`config.mk`:
```
export PLATFORM = sky130hd
export DESIGN_NAME = dsrt_cell
export DESIGN_NICKNAME = d
export VERILOG_FILES = /design/src/design/dsrt_pkg.sv /design/src/design/dsrt_cell.sv
export SDC_FILE = /design/constraint.sdc
export NUM_CORES = 1
export LEC_CHECK = 0
export ABC_AREA = 1
export BUFFER_PORTS_ARGS = -buffer_cell sky130_fd_sc_hd__clkbuf_2
export CAP_MARGIN = 20
export CELL_PAD_IN_SITES_DETAIL_PLACEMENT = 2
export CELL_PAD_IN_SITES_GLOBAL_PLACEMENT = 2
export CORE_AREA = 2 2 202 204
export DETAILED_ROUTE_END_ITERATION = 7
export DIE_AREA = 0 0 204 206
export GPL_TIMING_DRIVEN = 0
export HOLD_SLACK_MARGIN = 0.12
export PLACE_DENSITY_LB_ADDON = 0.1
export SLEW_MARGIN = 20
export SYNTH_ARGS = -nofsm -noshare
export SYNTH_HDL_FRONTEND = slang
export SYNTH_SLANG_ARGS = --single-unit
```
`constraint.sdc`:
```
create_clock -name clk -period 6.15 [get_ports clk]
set_input_delay 1.23 -clock clk [delete_from_list [all_inputs] [get_ports clk]]
set_output_delay 1.23 -clock clk [all_outputs]
set_load 0.03 [all_outputs]
```
`src/design/dsrt_pkg.sv`:
```
package dsrt_pkg;

  localparam int TableDepth = 16;
  localparam int IdxW = 4;
  localparam int CntW = 5;
  localparam int LinkCount = 32;

  localparam logic [3:0] OP_QUERY  = 4'd0;
  localparam logic [3:0] OP_SEND   = 4'd1;
  localparam logic [3:0] OP_ACK    = 4'd2;
  localparam logic [3:0] OP_RX     = 4'd3;
  localparam logic [3:0] OP_HOPS   = 4'd4;
  localparam logic [3:0] OP_TIME   = 4'd5;
  localparam logic [3:0] OP_SETMTU = 4'd6;
  localparam logic [3:0] OP_RAISE  = 4'd7;
  localparam logic [3:0] OP_TEST   = 4'd8;
  localparam logic [3:0] OP_RESENT = 4'd9;
  localparam logic [3:0] OP_COUNT  = 4'd10;

  typedef struct packed {
    logic [31:0] key;
    logic [15:0] ack;
    logic [15:0] send;
    logic [15:0] rx;
    logic [7:0]  hops;
    logic [31:0] tm;
    logic [4:0]  blink;
    logic [15:0] mtu;
    logic [15:0] test;
    logic [15:0] resent;
  } entry_t;

  typedef struct packed {
    logic [3:0]  operation;
    logic [31:0] address;
    logic [31:0] value;
    logic [4:0]  link;
  } req_t;

  typedef struct packed {
    logic        status;
    logic [3:0]  entry_index;
    logic [15:0] ack_expected;
    logic [15:0] send_sequence;
    logic [15:0] receive_expected;
    logic [7:0]  min_hops;
    logic [31:0] link_mask;
    logic [15:0] min_mtu;
    logic [15:0] test_count;
    logic [15:0] resent_flag;
    logic        updated;
    logic [4:0]  unset_count;
  } resp_t;

  // Scan result token, built up from the head cell as the ring of cells rotates.
  typedef struct packed {
    logic        found;
    logic [CntW-1:0] pos;
    logic [CntW-1:0] zeros;
  } token_t;

  function automatic entry_t apply_op(entry_t e, req_t r, output logic upd);
    entry_t o;
    logic [15:0] sat16;
    logic [7:0] h;
    o = e;
    upd = 1'b0;
    sat16 = (r.value > 32'hFFFF) ? 16'hFFFF : r.value[15:0];
    h = (r.value > 32'd255) ? 8'hFF : r.value[7:0];
    case (r.operation)
      OP_SEND: o.send = e.send + 16'd1;
      OP_ACK: o.ack = e.ack + 16'd1;
      OP_RX: o.rx = e.rx + 16'd1;
      OP_HOPS: begin
        if (e.hops > h) begin
          o.hops = h;
          o.blink = r.link;
        end
      end
      OP_TIME: begin
        if (e.tm > r.value) begin
          o.tm = r.value;
          o.blink = r.link;
        end
      end
      OP_SETMTU: o.mtu = sat16;
      OP_RAISE: begin
        if (e.blink == r.link && e.mtu < sat16) begin
          o.mtu = sat16;
          upd = 1'b1;
        end
      end
      OP_TEST: begin
        if (e.test != 16'hFFFF) o.test = e.test + 16'd1;
      end
      OP_RESENT: o.resent = r.value[15:0];
      default: o = e;
    endcase
    return o;
  endfunction

endpackage

```
`src/design/dsrt_cell.sv`:
```
module dsrt_cell (
  input  logic              clk,
  input  logic              rot,
  input  logic              load,
  input  dsrt_pkg::entry_t  load_entry,
  input  dsrt_pkg::entry_t  prev_entry,
  output dsrt_pkg::entry_t  entry
);
  // One table slot; the row rotates as a ring during a scan.
  always_ff @(posedge clk) begin
    if (load) begin
      entry <= load_entry;
    end else if (rot) begin
      entry <= prev_entry;
    end
  end
endmodule

```
==> results.cfg <==
[power]
seq_power_share = 0.453
p_comb_frac = 0.218
p_int_mw = 2.25
power_frac_clock = 0.328
p_sw_frac = 0.311
leakage_nw = 5.97
powerDensity_nw_per_um2 = 288
ir_worst_vdd_uv = 185
p_switching_mw = 1.02

[route]
antenna_left = 0
wl_met1_mm = 12.9
drt_wl_total_mm = 35.6
vias_per_cell = 3.97
wl_met3_mm = 4.45
drc_errors = 0
drt_first_pass_iters = 4
met2WireLength_mm = 17.7
num_vias = 7220
routedWlPerCell_um = 19.6
dr.first_iter.drc_count = 283
top_layer = met5

[final_layout]
postLayoutCoreUtil = 0.282
layoutNonFillerInstCount = 1820
multi_input_area_um2 = 1960
largest_reg_flops = 173
regArea_um2 = 5190
layout-drive-gt1-share = 0.457
synthToLayoutAreaGrowth_pct = 52.6
fin_nets = 1625
reg_top3 = entry (173)
nFillCells = 4756
regMostFlops = entry

[synthesis]
yosysMostFrequentCell = nand2_1
synth_edf_count = 173
yosysWarnings = 0
synth_flop_cell = edfxtp_1
yosys.area.top_type = edfxtp_1
synth_seq_cells = 173
postSynth.asyncResetShare = 0
syn_area_um2 = 7440
syn-num-nets = 1081
synthCells = 732
ys_types = 7
synthTopCellsByArea = edfxtp_1 70%, nand2_1 26%, buf_4 3.5%
yosysSeqAreaShare = 0.699
synth.avg_cell_area_um2 = 10.2
synthTopCellsByCount = 519 x nand2_1, 173 x edfxtp_1, 35 x buf_4
synth_top_area_frac = 0.699

[global_routing]
grt_pass1_wl_mm = 50.7
antenna_found_initial = 5
grt_pass1_vias = 7880
grt_overflow = 0
grt_use_total = 0.168
grt_max_degree = 42

[flow_run]
drv_cap = 0

[setup_path]
path_max_fanout = 41
path_delay_family = buffers and inverters
cp_data_arrival_time_ns = 2.70
critPathMaxStageDelay_ns = 0.50
timing.critical_path.buf_inv = 4
crit_path_cell_trace = clkbuf_2 > buf_4 > or2_4 > buf_16 > buf_12
crit_path_top_delay_cell = or2_4
critPathCaptureType = register
crit_type = in -> reg
required_ns = 6.29
start_kind = primary input

[placement]
dp_hpwl_mm = 29.1
numPortBuffers = 521
dp_cells = 1789
routabilityCongestion = 0.800

[sta]
finalHoldViolations = 0
finalCriticalPeriod_ns = 2.56
tns_ns = 0
finalCritPeriodShare = 0.417
finalSetupViolCount = 0
rsz0062_at_grt = no
worstMarginPinSlew_ns = 0.560
fmax_mhz = 390
relSlewSlack = 0.626
slew_violations = 0

[cts]
clk_path_buf_depth = 2
cts-resized-gates = 0
cts.sinks = 173
htreeDepth = 4
cts_hold_buf = 0
post_cts_buffers = 0
cts_root_buffer = clkbuf_16
numCtsBuffers = 17
path_clk_slew_ns = 0.07
cts_tree = built

[floorplan]
start_util = 0.185
rows = 74
dieHeight_um = 206
boundaryPins = 522
core_area_um2 = 40200
die-area_um2 = 42000
die_w_um = 204

[outcome]
status = completed

[hold_path]
hp-class = in -> reg
## final timing paths
path / end / from / cells after the start / slack, ns
max: entry[54] / load / 5 / 3.59
min: entry[14] / prev_entry[14] / 3 / 1.04
## power by group through the flow
stage	sequential [mW]	clock (mW)	combinational [mW]
CTS	1.49	1.12	0.735
finish	1.48	1.07	0.714
floorplan	1.78	0	0.131
global placement	1.51	0	0.719
global route	1.50	1.16	0.776
detailed placement	1.51	0	0.733
## per-layer routing
layer  track usage  vias up
met5             0        -
met4        0.0487       10
met3        0.0872       30
met2         0.294      325
met1         0.175     3418
li1              -     3437
## cells in the final DEF (no fill, tap or decap)
cell type   netlist  layout
buf_4            35      35
buf_2             2       2
diode_2           0       1
bufinv_16         0       2
inv_2             1       1
or2_4             0       1
buf_16            0       2
clkbuf_1          0       3
clkinv_1          0       4
buf_12            0       2
edfxtp_1        173     173
clkbuf_2          0     521
buf_6             1       1
nand2_1         519     519
clkinvlp_4        0       2
clkinv_2          0       2
clkbuf_16         0      17
## final cells by class
| cell class | count | share of cell area |
|---|---|---|
| buffer | 38 | 0.0250 |
| clock buffer | 20 | 0.0385 |
| multi-input combinational | 520 | 0.172 |
| inverter | 1 | 0.000331 |
| antenna | 1 | 0.000221 |
| tap | 532 | 0.0587 |
| sequential | 173 | 0.458 |
| clock inverter | 10 | 0.00882 |
| timing repair buffer | 525 | 0.238 |
## through the flow
step / power, mW / setup slack [ns] / hold WS [ns] / cell area (um^2)
CTS: 3.34 / 3.55 / 1.01 / 11300
floorplan: 1.91 / 2.21 / 1.41 / 7440
global route: 3.43 / 3.50 / 1.03 / 11300
finish: 3.27 / 3.59 / 1.04 / 11300
detailed placement: 2.24 / 3.07 / 1.50 / 10800
global placement: 2.23 / 0.423 / 1.49 / 10700
## logic make-up (layout without fill, tap and decap cells)
kind of cell | after synthesis | in the layout | synth area share
simple gates | 520 | 520 | 0.263
flops | 173 | 173 | 0.699
buf+inv | 39 | 594 | 0.0387
other cells | 0 | 1 | 0
## worst min-delay path, delay by kind of cell
| family | cells | cell delay, ns |
|---|---|---|
| and+or+nand+nor | 2 | 0.08 |
| buffers and inverters | 1 | 0.08 |
Note: power is estimated with default switching activity, not from simulation.
